==> config.mk <==
export PLATFORM = sky130hd
export DESIGN_NAME = fbpc_front
export DESIGN_NICKNAME = d
export VERILOG_FILES = /design/src/sv/assert_macros.svh /design/src/sv/fbpc_pkg.sv /design/src/sv/fbpc_front.sv
export SDC_FILE = /design/constraint.sdc
export NUM_CORES = 1
export LEC_CHECK = 0
export BUFFER_PORTS_ARGS = -buffer_cell sky130_fd_sc_hd__buf_2
export CORE_MARGIN = 10
export CORE_UTILIZATION = 43
export DETAILED_ROUTE_END_ITERATION = 7
export PLACE_DENSITY_LB_ADDON = 0.08
export SETUP_SLACK_MARGIN = 0.3
export SYNTH_ARGS = -nofsm -noshare
export SYNTH_HDL_FRONTEND = slang
export SYNTH_SLANG_ARGS = --single-unit
==> constraint.sdc <==
create_clock -name clk -period 3.7 [get_ports clk]
set_input_delay 1.11 -clock clk [delete_from_list [all_inputs] [get_ports clk]]
set_output_delay 1.11 -clock clk [all_outputs]
set_load 0.1 [all_outputs]
==> src/sv/assert_macros.svh <==
// ----------------------------------------------------------------------------
// assert_macros.svh
// Assertion shorthands shared by the RTL; they compile away under SYNTH.
// ----------------------------------------------------------------------------
`ifndef ASSERT_MACROS_SVH
`define ASSERT_MACROS_SVH

`ifndef SYNTH

// ante must be followed by cons in the same cycle
`define ASSERT_IMPLIES(label, clk, rst_n, ante, cons) \
	label: assert property (@(posedge clk) disable iff (!(rst_n)) (ante) |-> (cons)) \
		else $error("implication check failed");

// expr must never hold
`define ASSERT_NEVER(label, clk, rst_n, expr) \
	label: assert property (@(posedge clk) disable iff (!(rst_n)) !(expr)) \
		else $error("forbidden condition seen");

`else

`define ASSERT_IMPLIES(label, clk, rst_n, ante, cons)

`define ASSERT_NEVER(label, clk, rst_n, expr)

`endif

`endif

==> src/sv/fbpc_pkg.sv <==
// ----------------------------------------------------------------------------
// fbpc_pkg
// Shared types and fixed constants of the frustum box/point cull block.
// ----------------------------------------------------------------------------
package fbpc_pkg;

	localparam int NORMAL_W    = 12;
	localparam int THRESH_W    = 28;
	localparam int NUM_PLANES  = 5;
	localparam int CFG_IDX_W   = 3;
	localparam int CFG_DATA_W  = 64;
	localparam int QUEUE_DEPTH = 4;

	// plane register layout
	localparam int NX_LSB     = 0;
	localparam int NY_LSB     = 12;
	localparam int NZ_LSB     = 24;
	localparam int BOX_THR_LSB = 36;

	// item kinds
	localparam logic KIND_BOX   = 1'b0;
	localparam logic KIND_POINT = 1'b1;

	// register indexes
	localparam logic [CFG_IDX_W-1:0] REG_NEAR_PLANE       = 3'd0;
	localparam logic [CFG_IDX_W-1:0] REG_RIGHT_PLANE      = 3'd1;
	localparam logic [CFG_IDX_W-1:0] REG_LEFT_PLANE       = 3'd2;
	localparam logic [CFG_IDX_W-1:0] REG_TOP_PLANE        = 3'd3;
	localparam logic [CFG_IDX_W-1:0] REG_BOTTOM_PLANE     = 3'd4;
	localparam logic [CFG_IDX_W-1:0] REG_POINT_NEAR_RIGHT = 3'd5;
	localparam logic [CFG_IDX_W-1:0] REG_POINT_LEFT_TOP   = 3'd6;
	localparam logic [CFG_IDX_W-1:0] REG_POINT_BOTTOM     = 3'd7;

	// per plane: where its normal/box threshold and its point threshold live
	localparam logic [CFG_IDX_W-1:0] PLANE_REG_IDX [NUM_PLANES] = '{
		REG_NEAR_PLANE, REG_RIGHT_PLANE, REG_LEFT_PLANE, REG_TOP_PLANE, REG_BOTTOM_PLANE
	};
	localparam logic [CFG_IDX_W-1:0] POINT_REG_IDX [NUM_PLANES] = '{
		REG_POINT_NEAR_RIGHT, REG_POINT_NEAR_RIGHT, REG_POINT_LEFT_TOP,
		REG_POINT_LEFT_TOP, REG_POINT_BOTTOM
	};
	localparam int POINT_THR_LSB [NUM_PLANES] = '{0, 28, 0, 28, 0};

	// classification travelling with each item
	typedef struct packed {
		logic point;   // point test
		logic degen;   // box with low equal to high on every axis
	} ctl_t;

endpackage

==> src/sv/fbpc_front.sv <==
// ----------------------------------------------------------------------------
// fbpc_front
// Input stage: accept an item, classify it and offer it to the queue.
// ----------------------------------------------------------------------------
module fbpc_front #(
	parameter int COORD_WIDTH = 16
) (
	input  logic                   clk,
	input  logic                   arst_n,
	input  logic                   in_valid,
	output logic                   in_stall,
	input  logic                   kind,
	input  logic [COORD_WIDTH-1:0] lo_in [3],
	input  logic [COORD_WIDTH-1:0] hi_in [3],
	output logic                   push_valid,
	input  logic                   push_ready,
	output fbpc_pkg::ctl_t         ctl_out,
	output logic [COORD_WIDTH-1:0] lo_out [3],
	output logic [COORD_WIDTH-1:0] hi_out [3]
);

	logic                   v_s1;
	fbpc_pkg::ctl_t         ctl_s1;
	logic [COORD_WIDTH-1:0] lo_s1 [3];
	logic [COORD_WIDTH-1:0] hi_s1 [3];
	logic                   front_ready;
	fbpc_pkg::ctl_t         ctl_in;

	assign front_ready = !v_s1 || push_ready;
	assign in_stall    = !front_ready;

	always_comb begin
		ctl_in.point = (kind == fbpc_pkg::KIND_POINT);
		ctl_in.degen = (lo_in[0] == hi_in[0]) && (lo_in[1] == hi_in[1]) &&
			(lo_in[2] == hi_in[2]);
	end

	always_ff @(posedge clk or negedge arst_n) begin
		if (!arst_n) begin
			v_s1 <= 1'b0;
		end else if (front_ready) begin
			v_s1 <= in_valid;
		end
	end

	always_ff @(posedge clk) begin
		if (in_valid && front_ready) begin
			ctl_s1 <= ctl_in;
			lo_s1  <= lo_in;
			hi_s1  <= hi_in;
		end
	end

	assign push_valid = v_s1;
	assign ctl_out    = ctl_s1;
	assign lo_out     = lo_s1;
	assign hi_out     = hi_s1;

endmodule

==> results.txt <==
GRT Total Usage: 0.147
maximum clock insertion buffer count: 2
WP data required: 2590 ps
Crit. End Element: output pin
DPL Wire Length: 7.57 mm
worst r2r src: push_valid
Worst setup startpoint: push_ready
min Tclk post-route: 2940 ps
slowest stage delay, CP: 410 ps
Place WS: 754 ps
vias in the first global route: 2518
initial antenna violation count: 1
I/O pin cnt: 201
Crit Path Class: in -> out
Root Buffer Master: clkbuf_8
Syn Area/Cell: 21.0 sq um
Worst slew margin: 0.636
CP most frequent cell: buf_2
Crit path max-delay family: buffers and inverters
min setup slack post-route: 759 ps
Fin. Hold Viols: 0
Slew @ Worst Pin: 545 ps
#FFs+latches synth: 99
setup violators final: 0
Post-Syn Nets: 268
wire per inst: 18.8 microns
Core ar.: 7850 sq um
CTS Sinks: 99
initial cell density of the core: 0.448
FMAX: 340 MHz
die area: 12200 sq um
Final period util: 0.795
Die Ht: 110 microns
number of setup buffers added after CTS: 0
R2R Path End: lo_out[42]
vias per inst: 4.60
total grt overflow: 0
Hold-fix buffers, CTS: 0
DRT iter0 DRCs: 61
Clock Pin Slew Worst Setup and Hold Paths: 90 ps
Num CTS Buffers: 9
RSZ-0062 raised after global routing: false
TritonCTS clock tree: yes
cell-by-cell trace of the critical path: buf_2 > nand2b_1 > inv_1 > buf_2
Final Skew: 10.3 ps
worst reg-to-reg path cell count: 3
Placed Cells incl. Taps: 472
Clock Latency Late Sink: 350 ps
reg2reg setup slack: 1930 ps
type of the worst min-delay path: in -> async
Syn Inst Count: 167
Post-Layout Cell Count: 487
area leader, netlist: edfxtp_1
Post-layout nets: 482
Pwr per Cell Area: 526 nW/um^2
DR pass1 iterations: 4
CTS H-tree lvls: 3
largest net degree at the start of global routing: 42
Resized Gates After CTS: 0
Rows: 32
# diodes: 0
I/O Buffers: 200
share of cells above drive strength 1: 0.564
register area: 2970 sq um
Startpoint Class: input port
Die W: 110 microns
post-synthesis to final-layout area growth: 37.3%
status: finished clean
maximum VDD drop: 0.236 mV
Fin Hold WS: 511 ps
Fill cells: 653
Vias: 2242
worst-path maximum fanout: 3
fin util: 0.615
global-route wire length before repair: 13.9 mm
multi-input logic area: 546 sq um
GP Congestion: 0.769
synth unique cells: 9
area share of the largest cell type after synthesis: 0.837
sequential share of the synthesized area: 0.844
DRT Wirelength: 9.14 mm
LEAKAGE: 2.05 nW
Critical Path AT: 1830 ps
Slew Viols, Final: 0
Fin Setup TNS: 0 ps
Max-Cap Viols: 0
Ys Warns: 0
largest cells by area after synthesis: edfxtp_1 84%, xor2_1 12%, nor4_1 2.1%
# DRC: 0
Mapped Area: 3510 sq um
post-route ant nets: 0
CP max-delay cell: buf_2
Buf/Inv on CP: 3
-- flip-flops by register name (all words and copies together), names as in the netlist --
name,flops
hi_out,48
lo_out,48
ctl_out,2
push_valid,1
-- layer usage --
metal  up-vias  wire length [microns]  global-route usage
met5         -                      0                   0
met4         0                    219              0.0648
met3        17                    941              0.0719
met2       124                   4610               0.246
met1      1027                   3360               0.153
li1       1074                      -                   -
-- area by class of cell --
type / instances / share of cell area
repair buffers: 203 / 0.212
clock inverters: 5 / 0.00648
multi-input cells: 67 / 0.113
inverters: 1 / 0.000778
clock buffers: 10 / 0.0264
flip-flops and latches: 99 / 0.615
well taps: 102 / 0.0264
-- how the worst max path moves through the flow --
stage / to / slack (ps) / cells past startpoint
5_1_grt: in_stall / 710 / 4
4_1_cts: in_stall / 750 / 4
6_report: in_stall / 760 / 4
3_3_place_gp: in_stall / 760 / 4
3_5_place_dp: in_stall / 750 / 4
2_1_floorplan: in_stall / 700 / 2
-- synth_stat cells (all sizes together) --
master,number
edfxtp,98
xor2,48
nor4,12
nand4,3
nand2b,2
and2,1
dfrtp,1
inv,1
nor3,1
-- placed cells by master (no fill, tap or decap) --
| master | instances |
|---|---|
| buf_4 | 3 |
| buf_2 | 200 |
| and2_4 | 1 |
| nand4_1 | 3 |
| xor2_1 | 48 |
| edfxtp_1 | 98 |
| clkinv_1 | 2 |
| clkinvlp_4 | 2 |
| nor4_1 | 12 |
| clkinv_4 | 1 |
| dfrtp_1 | 1 |
| clkbuf_1 | 1 |
| clkbuf_8 | 9 |
| nand2b_1 | 2 |
| inv_1 | 1 |
| nor3_2 | 1 |
-- power by group --
group	switching (mW)	internal, mW	total, mW
sequential	0.0138	1.31	1.32
combinational	0.535	0.103	0.638
clock	0.344	0.238	0.582
-- cells by family after synthesis --
logic type	Yosys count	share of synthesized area
xor gates and xnor gates	48	0.120
buffers and inverters	1	0.00107
DFF	99	0.844
and+or+nand+nor	19	0.0349
-- per-stage QoR --
stage	cell area [sq um]	power, mW
finish	4830	2.54
global route	4830	2.64
CTS	4830	2.57
detailed placement	4670	1.99
global placement	4670	1.98
floorplan	3520	1.84
Power figures use the tool's default switching activity.
