## config.mk

```make
export PLATFORM = sky130hd
export DESIGN_NAME = fbpc_fifo
export DESIGN_NICKNAME = d
export VERILOG_FILES = /design/src/sv/assert_macros.svh /design/src/sv/fbpc_fifo.sv
export SDC_FILE = /design/constraint.sdc
export NUM_CORES = 1
export LEC_CHECK = 0
export ABC_AREA = 1
export BUFFER_PORTS_ARGS = -buffer_cell sky130_fd_sc_hd__buf_2
export CAP_MARGIN = 40
export CORE_UTILIZATION = 25
export CTS_CLUSTER_SIZE = 10
export DETAILED_ROUTE_END_ITERATION = 16
export PLACE_DENSITY = 0.42
export SYNTH_ARGS = -nofsm -noshare
export SYNTH_HDL_FRONTEND = slang
export SYNTH_SLANG_ARGS = --single-unit
```

## constraint.sdc

```tcl
create_clock -name clk -period 2.1 [get_ports clk]
set_clock_uncertainty 0.2 [all_clocks]
set_input_delay 0.315 -clock clk [delete_from_list [all_inputs] [get_ports clk]]
set_output_delay 0.315 -clock clk [all_outputs]
set_load 0.005 [all_outputs]
```

## src/sv/assert_macros.svh

```systemverilog
// ----------------------------------------------------------------------------
// assert_macros.svh
// Assertion shorthands shared by the RTL; they compile away under SYNTH.
// ----------------------------------------------------------------------------
`ifndef ASSERT_MACROS_SVH
`define ASSERT_MACROS_SVH

`ifndef SYNTH

// ante must be followed by cons in the same cycle
`define ASSERT_IMPLIES(label, clk, rst_n, ante, cons) \
	label: assert property (@(posedge clk) disable iff (!(rst_n)) (ante) |-> (cons)) \
		else $error("implication check failed");

// expr must never hold
`define ASSERT_NEVER(label, clk, rst_n, expr) \
	label: assert property (@(posedge clk) disable iff (!(rst_n)) !(expr)) \
		else $error("forbidden condition seen");

`else

`define ASSERT_IMPLIES(label, clk, rst_n, ante, cons)

`define ASSERT_NEVER(label, clk, rst_n, expr)

`endif

`endif

```

## src/sv/fbpc_fifo.sv

```systemverilog
// ----------------------------------------------------------------------------
// fbpc_fifo
// Small flop-based queue between the classify front and the test back end.
// ----------------------------------------------------------------------------
module fbpc_fifo #(
	parameter int WIDTH = 8,
	parameter int DEPTH = 4
) (
	input  logic             clk,
	input  logic             arst_n,
	input  logic             push,
	input  logic [WIDTH-1:0] push_data,
	input  logic             pop,
	output logic [WIDTH-1:0] pop_data,
	output logic             full,
	output logic             empty
);

	localparam int AW = (DEPTH > 1) ? $clog2(DEPTH) : 1;

	logic [WIDTH-1:0] mem_q [DEPTH];
	logic [AW:0]      wr_ptr_q;
	logic [AW:0]      rd_ptr_q;

	assign empty    = (wr_ptr_q == rd_ptr_q);
	assign full     = (wr_ptr_q[AW] != rd_ptr_q[AW]) &&
		(wr_ptr_q[AW-1:0] == rd_ptr_q[AW-1:0]);
	assign pop_data = mem_q[rd_ptr_q[AW-1:0]];

	always_ff @(posedge clk or negedge arst_n) begin
		if (!arst_n) begin
			wr_ptr_q <= '0;
			rd_ptr_q <= '0;
		end else begin
			if (push && !full) wr_ptr_q <= wr_ptr_q + 1'b1;
			if (pop && !empty) rd_ptr_q <= rd_ptr_q + 1'b1;
		end
	end

	always_ff @(posedge clk) begin
		if (push && !full) begin
			mem_q[wr_ptr_q[AW-1:0]] <= push_data;
		end
	end

endmodule

```

==> out/metrics.cfg, run 1 <==
[grt]
track_usage_pct = 10.16
antenna_found_initial = 0
grt_pass1_vias = 1053
grt_pass1_wl_um = 5340
grt_start_max_net_pins = 19
overflow = 0

[sta]
finalSetupViolations = 0
timing.final.ws_setup_ns = 0.1266
period_minus_slack_ns = 1.973
slew_violations = 0
fin_setup_tns_ns = 0
slew-limit-headroom_pct = 77.32
timing.final.crit_share_pct = 93.97
worst_pin_slew_ns = 0.3398
rsz0062_at_grt = no
fmax_mhz = 506.7
hold_violations = 0

[setup_path]
r2r_end = mem_q[3][1]
arrival_ns = 1.46
start_kind = register
r2r_slack_ns = 0.37
cp-end-kind = output port
worstPathRequired_ns = 1.58
r2r-start = rd_ptr_q[1]
worstSetupPathType = register to output port
r2r_cells = 4
cp_max_fo = 18

[synthesis]
yosys_warnings = 0
synth_compound_area_share_pct = 7.891
synth.avg_cell_area_um2 = 11.95
syn_nets = 155
ys_ff_latch = 38
synthCells = 138
synth-seq-area-share_pct = 67.37
synth_mux_area_share_pct = 0
synth-xor-area-share_pct = 1.517
synth_area_mm2 = 0.001649
synth_cell_type_count = 19
synth_top_family_by_area = simple AND/OR/NAND/NOR gates
synth-adder-area-share_pct = 3.794
synth-simple-area-share_pct = 14.72

[cells_and_area]
post-route-util_pct = 31.47
multi_input_area_um2 = 460.4
fillers = 629
syn_to_final_growth_pct = 21.17
regArea_mm2 = 0.001112
drive_gt1_share_pct = 25.00
nets = 184
finalInstanceArea_mm2 = 0.001998
antenna_cells_inserted = 0

[routing]
finalWirelength_um = 3177
vias_per_cell = 4.314
wl_per_cell_um = 12.97
route.detailed.drc = 0
drt_iter0_markers = 46
dr.pass1.iters = 6
dr_total_vias = 1057
ant_nets = 0

[die]
fp.coreArea_mm2 = 0.006350
ios = 22
die_h_um = 83.22
rows = 29
die_width_um = 83.22
dieArea_mm2 = 0.006925
start_util_pct = 25.97

[placement]
postPlaceCellArea_mm2 = 0.001854
place_hpwl_um = 2188
place.gp.congestion = 0.7290
pre_cts_ws_ns = 0.2492
place.port_buffers = 21

[pwr]
total_power_mw = 2.897
p_leak_nw = 0.8238
ir_worst_vdd_mv = 0.4825
p_per_area_mw_per_mm2 = 1450

[clock_tree]
path_clk_slew_ns = 0.08
htreeDepth = 2
cts_buffers = 5
clkLatencyLatePin_ns = 0.29
clk_path_buf_depth = 2
tritoncts = built
cts_root_buf = clkbuf_8
cts_sinks = 38

[worst_hold_path]
hold_depth = 1
hold_start = push_data[5]
min_delay_worst_endpoint = mem_q[1][5]
hold_path.class = input pin to register

[run_status]
outcome = completed

[job]
drv_cap = 0

layer usage:
layer / vias up / wire length (um) / global-route usage (%)
met1: 505 / 1460 / 12.67
met4: 0 / 23 / 4.232
met3: 4 / 111 / 3.380
li1: 536 / - / -
met2: 12 / 1582 / 16.10
met5: - / 0 / 0
cell usage after synthesis (all sizes together):
| cell type | n | share of area [%] |
|---|---|---|
| buf | 4 | 1.6 |
| xor2 | 1 | 0.53 |
| nand3 | 8 | 3.5 |
| o21ai | 16 | 4.9 |
| dfrtp | 6 | 9.1 |
| xnor2 | 1 | 0.99 |
| ha | 5 | 3.8 |
| edfxtp | 32 | 58 |
| inv | 13 | 3.1 |
| nor2 | 19 | 4.3 |
| o22ai | 8 | 3.0 |
| nand2 | 25 | 6.9 |
per-stage QoR:
step | hold WS, ns | std cells
6_report | 0.04197 | 245
3_3_place_gp | -0.05360 | 236
3_5_place_dp | -0.05144 | 236
5_1_grt | 0.03374 | 245
4_1_cts | 0.03997 | 245
2_1_floorplan | -0.1806 | 138
layout by cell type, fill, tap and decap left out, drive strengths merged:
| cell | netlist | layout |
|---|---|---|
| edfxtp | 32 | 32 |
| nand2 | 25 | 25 |
| buf | 4 | 25 |
| nor2 | 19 | 19 |
| o21ai | 16 | 16 |
| inv | 13 | 13 |
| o22ai | 8 | 8 |
| nand3 | 8 | 8 |
| dfrtp | 6 | 6 |
| ha | 5 | 5 |
| clkbuf | 0 | 5 |
| bufinv | 0 | 2 |
| xnor2 | 1 | 1 |
| xor2 | 1 | 1 |
| clkinv | 0 | 1 |
| dlygate4sd3 | 0 | 1 |
flip-flops by register name (all words and copies together) (netlist names):
signal,cells
wr_ptr_q,3
mem_q,32
rd_ptr_q,3
cell type report:
cell class              instances  share of cell area (%)
clock inverters                 3                   3.193
well taps                      77                   4.822
inverters                      13                   2.567
repair buffers                 26                   7.264
flip-flops and latches         38                   55.67
clock buffers                   5                   3.444
multi-input cells              83                   23.04
logic make-up after synthesis:
group	Yosys count
flops	38
buf+inv	17
xor+xnor	2
compound gates	24
simple gates	52
fa+ha+maj	5
what timing repair did:
action	CTS	global route
hold buffers	1	0
hold endpoints to repair	6	0
setup endpoints to repair	3	9
buffers inserted	0	0
gates resized for setup	1	1
where the power goes:
part | internal, mW | switching, mW
Combinational | 0.400 | 0.623
Sequential | 1.02 | 0.133
Clock | 0.470 | 0.252
Total | 1.89 | 1.01
worst max path at each step:
stage                     start          end  cells after the start
floorplan           rd_ptr_q[0]  mem_q[0][0]                      6
global placement    rd_ptr_q[1]  pop_data[2]                      4
detailed placement  rd_ptr_q[1]  mem_q[3][6]                      4
CTS                 rd_ptr_q[1]        empty                      4
global route        rd_ptr_q[0]  pop_data[0]                      4
finish              rd_ptr_q[0]  pop_data[0]                      4
worst max-delay path, cell delays in order (launching register included):
cell and delay [ns]:
dfrtp_1 0.43, buf_4 0.26, o21ai_0 0.11, o22ai_1 0.21
buf_2 0.15
Note: power is estimated with default switching activity, not from simulation.
==> run 2: changes to the inputs <==
--- a/config.mk
+++ b/config.mk
@@ -8,6 +8,7 @@
 export ABC_AREA = 1
 export BUFFER_PORTS_ARGS = -buffer_cell sky130_fd_sc_hd__buf_2
 export CAP_MARGIN = 40
+export CORE_ASPECT_RATIO = 1.4
 export CORE_UTILIZATION = 25
 export CTS_CLUSTER_SIZE = 10
 export DETAILED_ROUTE_END_ITERATION = 16
==> out/metrics.cfg, run 2 (same netlist as run 1, synthesis figures left out) <==
[worst_hold_path]
hold_path.class = input pin to register  ; unchanged
hold_start = push_data[2]  ; was push_data[5]

[grt]
track_usage_pct = 10.29  ; was 10.16%
overflow = 0  ; unchanged
grt_pass1_vias = 1031  ; was 1053
grt_start_max_net_pins = 19  ; unchanged
grt_pass1_wl_um = 5306  ; was 5340 um
antenna_found_initial = 0  ; unchanged

[die]
rows = 34  ; was 29
die_width_um = 70.64  ; was 83.22 um
ios = 22  ; unchanged
die_h_um = 98.10  ; was 83.22 um
start_util_pct = 26.19  ; was 25.97%
dieArea_mm2 = 0.006929  ; was 0.006925 mm^2
fp.coreArea_mm2 = 0.006296  ; was 0.006350 mm^2

[routing]
wl_per_cell_um = 13.78  ; was 12.97 um
drt_iter0_markers = 84  ; was 46
dr.pass1.iters = 12  ; was 6
route.detailed.drc = 6  ; was 0
ant_nets = 0  ; unchanged
finalWirelength_um = 3322  ; was 3177 um
dr_total_vias = 1064  ; was 1057
vias_per_cell = 4.415  ; was 4.314

[clock_tree]
cts_sinks = 38  ; unchanged
path_clk_slew_ns = 0.08  ; about the same
cts_root_buf = clkbuf_8  ; unchanged
cts_buffers = 5  ; unchanged
tritoncts = built  ; unchanged
htreeDepth = 2  ; unchanged
clk_path_buf_depth = 2  ; unchanged
clkLatencyLatePin_ns = 0.28  ; was 0.29 ns
postCtsSetupBuffers = 0  ; unchanged

[sta]
slew-limit-headroom_pct = 71.15  ; was 77.32%
slew_violations = 0  ; unchanged
timing.final.crit_share_pct = 93.15  ; was 93.97%
fmax_mhz = 511.2  ; was 506.7 MHz
period_minus_slack_ns = 1.956  ; was 1.973 ns
fin_setup_tns_ns = 0  ; unchanged
finalSetupViolations = 0  ; unchanged
hold_violations = 0  ; unchanged
rsz0062_at_grt = no  ; unchanged
worst_pin_slew_ns = 0.4323  ; was 0.3398 ns

[setup_path]
slowest_stage = dfrtp_1  ; unchanged
cp-endpoint = empty  ; was pop_data[0]
cp-end-kind = output port  ; unchanged
worstSetupPathType = register to output port  ; unchanged
cp_max_fo = 8  ; was 18
worstPathRequired_ns = 1.58  ; about the same
arrival_ns = 1.44  ; was 1.46 ns
r2r-start = rd_ptr_q[1]  ; unchanged
start_kind = register  ; unchanged
r2r_end = mem_q[3][5]  ; was mem_q[3][1]
slowest_delay_ns = 0.50  ; was 0.43 ns
r2r_slack_ns = 0.29  ; was 0.37 ns
r2r_cells = 4  ; unchanged
worstPathCellList = xnor2_2, nand3_2, inv_1, buf_2  ; was buf_4, o21ai_0, o22ai_1, buf_2
cp-startpoint = rd_ptr_q[1]  ; was rd_ptr_q[0]

[cells_and_area]
antenna_cells_inserted = 0  ; unchanged
drive_gt1_share_pct = 25.44  ; was 25.00%
nets = 185  ; was 184
finalInstanceArea_mm2 = 0.001999  ; was 0.001998 mm^2
syn_to_final_growth_pct = 21.24  ; was 21.17%
regArea_mm2 = 0.001112  ; unchanged
fillers = 652  ; was 629
final_common_cell = edfxtp_1  ; unchanged
layout_common_cells = edfxtp_1, nand2_1, buf_2  ; unchanged
largest_reg_flops = 32  ; unchanged
multi_input_area_um2 = 460.4  ; unchanged

[pwr]
p_per_area_mw_per_mm2 = 1457  ; was 1450 mW/mm^2
p_leak_nw = 0.8289  ; was 0.8238 nW
ir_worst_vdd_mv = 0.5884  ; was 0.4825 mV

[placement]
postPlaceCellArea_mm2 = 0.001856  ; was 0.001854 mm^2
place.gp.congestion = 0.7235  ; was 0.7290
place_hpwl_um = 2365  ; was 2188 um
place.port_buffers = 21  ; unchanged

[job]
drv_cap = 0  ; unchanged

[run_status]
violations = design-rule violations
outcome = finished, violations left  ; was completed

## run 2: what timing repair did
| item | 4_1_cts | 5_1_grt |
|---|---|---|
| resized for setup | 0 | 2 |
| hold endpoints to repair | 6 | 0 |
| setup endpoints to repair | 0 | 4 |
| hold buffers | 1 | 0 |
## run 2: layout make-up
cell class                 count  share of cell area, %
multi-input combinational     83                  23.03
sequential                    38                  55.63
inverter                      13                  2.566
timing repair buffer          27                  7.635
clock buffer                   5                  3.442
clock inverter                 3                  3.191
tap                           72                  4.506
## run 2: worst min path at each step
stage                  end  slack, ns  cells past startpoint
6_report       mem_q[2][2]       0.04                      1
5_1_grt        mem_q[2][2]       0.03                      1
4_1_cts        mem_q[2][2]       0.03                      1
3_5_place_dp   wr_ptr_q[2]      -0.04                      1
3_3_place_gp   wr_ptr_q[2]      -0.05                      1
2_1_floorplan  rd_ptr_q[0]      -0.18                      0
## run 2: critical path: cells and delay by family, from the launching register on
family                    cells  cell delay [ns]
and+or+nand+nor               1             0.17
DFF                           1             0.50
buffers and inverters         2             0.18
xor gates and xnor gates      1             0.31
## run 2: stage by stage
stage / cells / power, mW / setup slack [ns] / utilization [%] / hold slack, ns
finish: 241 / 2.913 / 0.1439 / 31.76 / 0.04456
global route: 241 / 3.128 / 0.02389 / 31.76 / 0.02892
CTS: 241 / 2.964 / 0.06940 / 31.74 / 0.03462
detailed placement: 232 / 2.238 / 0.1707 / 29.47 / -0.04250
global placement: 232 / 2.223 / 0.1741 / 29.47 / -0.04590
floorplan: 138 / 1.850 / 0.3309 / - / -0.1806
## run 2: power breakdown
group | switching, mW | internal [mW]
logic | 0.636 | 0.411
registers | 0.126 | 1.02
clock network | 0.250 | 0.470
total | 1.01 | 1.90
## run 2: layer usage
layer	global-route usage, %	vias up	wire, um	share of wire, %
met1	12.34	504	1493	45
li1	-	531	-	-
met2	17.77	24	1660	50
met3	2.580	5	123	3.7
met4	3.692	0	44	1.3
met5	0	-	0	0
==> run 3: changes to the inputs <==
--- a/config.mk
+++ b/config.mk
@@ -5,7 +5,7 @@
 export SDC_FILE = /design/constraint.sdc
 export NUM_CORES = 1
 export LEC_CHECK = 0
-export ABC_AREA = 1
+export ABC_AREA = 0
 export BUFFER_PORTS_ARGS = -buffer_cell sky130_fd_sc_hd__buf_2
 export CAP_MARGIN = 40
 export CORE_ASPECT_RATIO = 1.4
==> out/metrics.cfg, run 3 <==
[run_status]
outcome = finished, violations left  ; unchanged
violations = design-rule violations  ; unchanged

[clock_tree]
path_clk_slew_ns = 0.08  ; about the same
tritoncts = built  ; unchanged
cts_root_buf = clkbuf_8  ; unchanged
clkLatencyLatePin_ns = 0.28  ; about the same
htreeDepth = 2  ; unchanged
cts_sinks = 38  ; unchanged
cts_buffers = 5  ; unchanged
clk_path_buf_depth = 2  ; unchanged

[grt]
grt_pass1_vias = 947  ; was 1031
grt_start_max_net_pins = 13  ; was 19
grt_pass1_wl_um = 4912  ; was 5306 um
track_usage_pct = 9.374  ; was 10.29%
antenna_found_initial = 0  ; unchanged
overflow = 0  ; unchanged

[die]
die_h_um = 99.11  ; was 98.10 um
dieArea_mm2 = 0.007073  ; was 0.006929 mm^2
die_width_um = 71.37  ; was 70.64 um
fp.coreArea_mm2 = 0.006525  ; was 0.006296 mm^2
rows = 35  ; was 34
ios = 22  ; unchanged
start_util_pct = 25.81  ; was 26.19%

[pwr]
p_leak_nw = 0.7959  ; was 0.8289 nW
p_per_area_mw_per_mm2 = 1483  ; was 1457 mW/mm^2
ir_worst_vdd_mv = 0.5694  ; was 0.5884 mV
total_power_mw = 3.057  ; was 2.913 mW

[synthesis]
synth.most_common_cell = edfxtp_1  ; unchanged
yosys.area.top_type = edfxtp_1  ; unchanged
yosys_warnings = 0  ; unchanged
async_flop_share_pct = 15.79  ; unchanged
synth_area_leaders = edfxtp_1, mux4_1, dfrtp_1  ; was edfxtp_1, dfrtp_1, nand2_1
synth_area_mm2 = 0.001684  ; was 0.001649 mm^2
synth_cell_type_count = 26  ; was 19
ys_ff_latch = 38  ; unchanged
synthCells = 93  ; was 138
synthFlopType = edfxtp_1  ; unchanged
netlist.area_leader.share_pct = 57.06  ; was 58.27%
synth-seq-area-share_pct = 65.97  ; was 67.37%
syn_nets = 110  ; was 155
yosys-top-cells-count = edfxtp_1, dfrtp_1, mux4_1  ; was edfxtp_1, nand2_1, nor2_1
synth_edf_count = 32  ; unchanged
synth.avg_cell_area_um2 = 18.11  ; was 11.95 um^2

[sta]
slew-limit-headroom_pct = 69.79  ; was 71.15%
timing.final.crit_share_pct = 97.78  ; was 93.15%
fmax_mhz = 487.0  ; was 511.2 MHz
holdWs_ns = 0.03785  ; was 0.04456 ns
finalSetupViolations = 0  ; unchanged
period_minus_slack_ns = 2.053  ; was 1.956 ns
timing.final.ws_setup_ns = 0.04665  ; was 0.1439 ns
hold_violations = 0  ; unchanged
rsz0062_at_grt = yes  ; was no
slew_violations = 0  ; unchanged
worst_pin_slew_ns = 0.4532  ; was 0.4323 ns

[routing]
route.detailed.drc = 3  ; was 6
vias_per_cell = 4.465  ; was 4.415
ant_nets = 0  ; unchanged
dr_total_vias = 893  ; was 1064
wl_per_cell_um = 14.93  ; was 13.78 um
finalWirelength_um = 2985  ; was 3322 um
dr.pass1.iters = 9  ; was 12
drt_iter0_markers = 41  ; was 84

[worst_hold_path]
hold_start = push_data[6]  ; was push_data[2]
hold_path.class = input pin to register  ; unchanged
hold_depth = 1  ; unchanged

[cells_and_area]
nets = 142  ; was 185
fillers = 629  ; was 652
layout_common_cells = edfxtp_1, buf_2, mux4_1, dfrtp_1  ; was edfxtp_1, nand2_1, buf_2
antenna_cells_inserted = 0  ; unchanged
largest_reg_flops = 32  ; unchanged
drive_gt1_share_pct = 32.54  ; was 25.44%
final_common_cell = edfxtp_1  ; unchanged
finalInstanceArea_mm2 = 0.002061  ; was 0.001999 mm^2
syn_to_final_growth_pct = 22.36  ; was 21.24%

[setup_path]
worstPathRequired_ns = 1.58  ; about the same
r2r-start = rd_ptr_q[0]  ; was rd_ptr_q[1]
cp-end-kind = output port  ; unchanged
cp_max_fo = 9  ; was 8
worstSetupPathType = register to output port  ; unchanged
arrival_ns = 1.54  ; was 1.44 ns
cp-startpoint = rd_ptr_q[0]  ; was rd_ptr_q[1]
r2r_cells = 4  ; unchanged
start_kind = register  ; unchanged

[placement]
pre_cts_ws_ns = 0.1639  ; was 0.1707 ns
place.gp.congestion = 0.7160  ; was 0.7235
place.port_buffers = 21  ; unchanged
postPlaceCellArea_mm2 = 0.001884  ; was 0.001856 mm^2
place_hpwl_um = 2111  ; was 2365 um

[job]
drv_cap = 0  ; unchanged

run 3: repair_timing:
item                       4_1_cts  5_1_grt
hold buffers                     1        0
gates resized for setup          1        2
hold endpoints to repair         6        0
setup endpoints to repair        8        8
setup buffers                    2        0
run 3: kinds of logic (layout without fill, tap and decap cells):
| group | after synthesis | in the layout | share of synthesized area, % |
|---|---|---|---|
| buffers and inverters | 8 | 41 | 2.749 |
| AO/OA/AOI/OAI | 11 | 11 | 5.275 |
| adder cells (fa/ha/maj) | 5 | 5 | 3.715 |
| flip-flops | 38 | 38 | 65.97 |
| AND/OR/NAND/NOR | 16 | 16 | 5.274 |
| XOR/XNOR | 7 | 7 | 4.978 |
| multiplexers | 8 | 8 | 12.04 |
run 3: area by class of cell:
cell class	instances	area [um^2]	share of cell area, %
Sequential cell	38	1111	53.92
Multi-Input combinational cell	47	538.0	26.11
Timing Repair Buffer	28	167.7	8.136
Tap cell	74	92.59	4.493
Clock buffer	5	68.82	3.339
Clock inverter	3	63.81	3.097
Inverter	5	18.77	0.9107
run 3: per-stage QoR:
step | instances | setup TNS, ns | util (%)
2_1_floorplan | 93 | 0 | -
3_3_place_gp | 189 | 0 | 28.88
3_5_place_dp | 189 | 0 | 28.88
4_1_cts | 200 | 0 | 31.35
5_1_grt | 200 | -0.1036 | 31.58
6_report | 200 | 0 | 31.58
run 3: report_power, final:
group,leakage (nW),total (mW),internal [mW],switching [mW]
combinational,0.365,1.20,0.605,0.599
sequential,0.365,1.13,1.02,0.110
clock,0.0658,0.725,0.470,0.255
run 3: critical path, cell delays in order, from the launching register on:
cell     delay (ns)
dfrtp_1        0.37
buf_6          0.17
mux4_1         0.57
buf_2          0.14
run 3: per-layer routing:
| metal | vias up | global-route usage (%) | wire length [um] |
|---|---|---|---|
| met1 | 442 | 11.89 | 1430 |
| met2 | 23 | 15.02 | 1366 |
| met4 | 0 | 2.769 | 44 |
| met3 | 6 | 3.343 | 143 |
| met5 | - | 0 | 0 |
| li1 | 422 | - | - |
run 3: worst paths after layout:
path	end	slack, ns
max	pop_data[2]	0.05
min	mem_q[0][6]	0.04
max reg2reg	mem_q[0][7]	0.16
min reg2reg	wr_ptr_q[2]	0.39
max in group asynchronous	rd_ptr_q[0]	1.36
min in group asynchronous	rd_ptr_q[1]	0.19
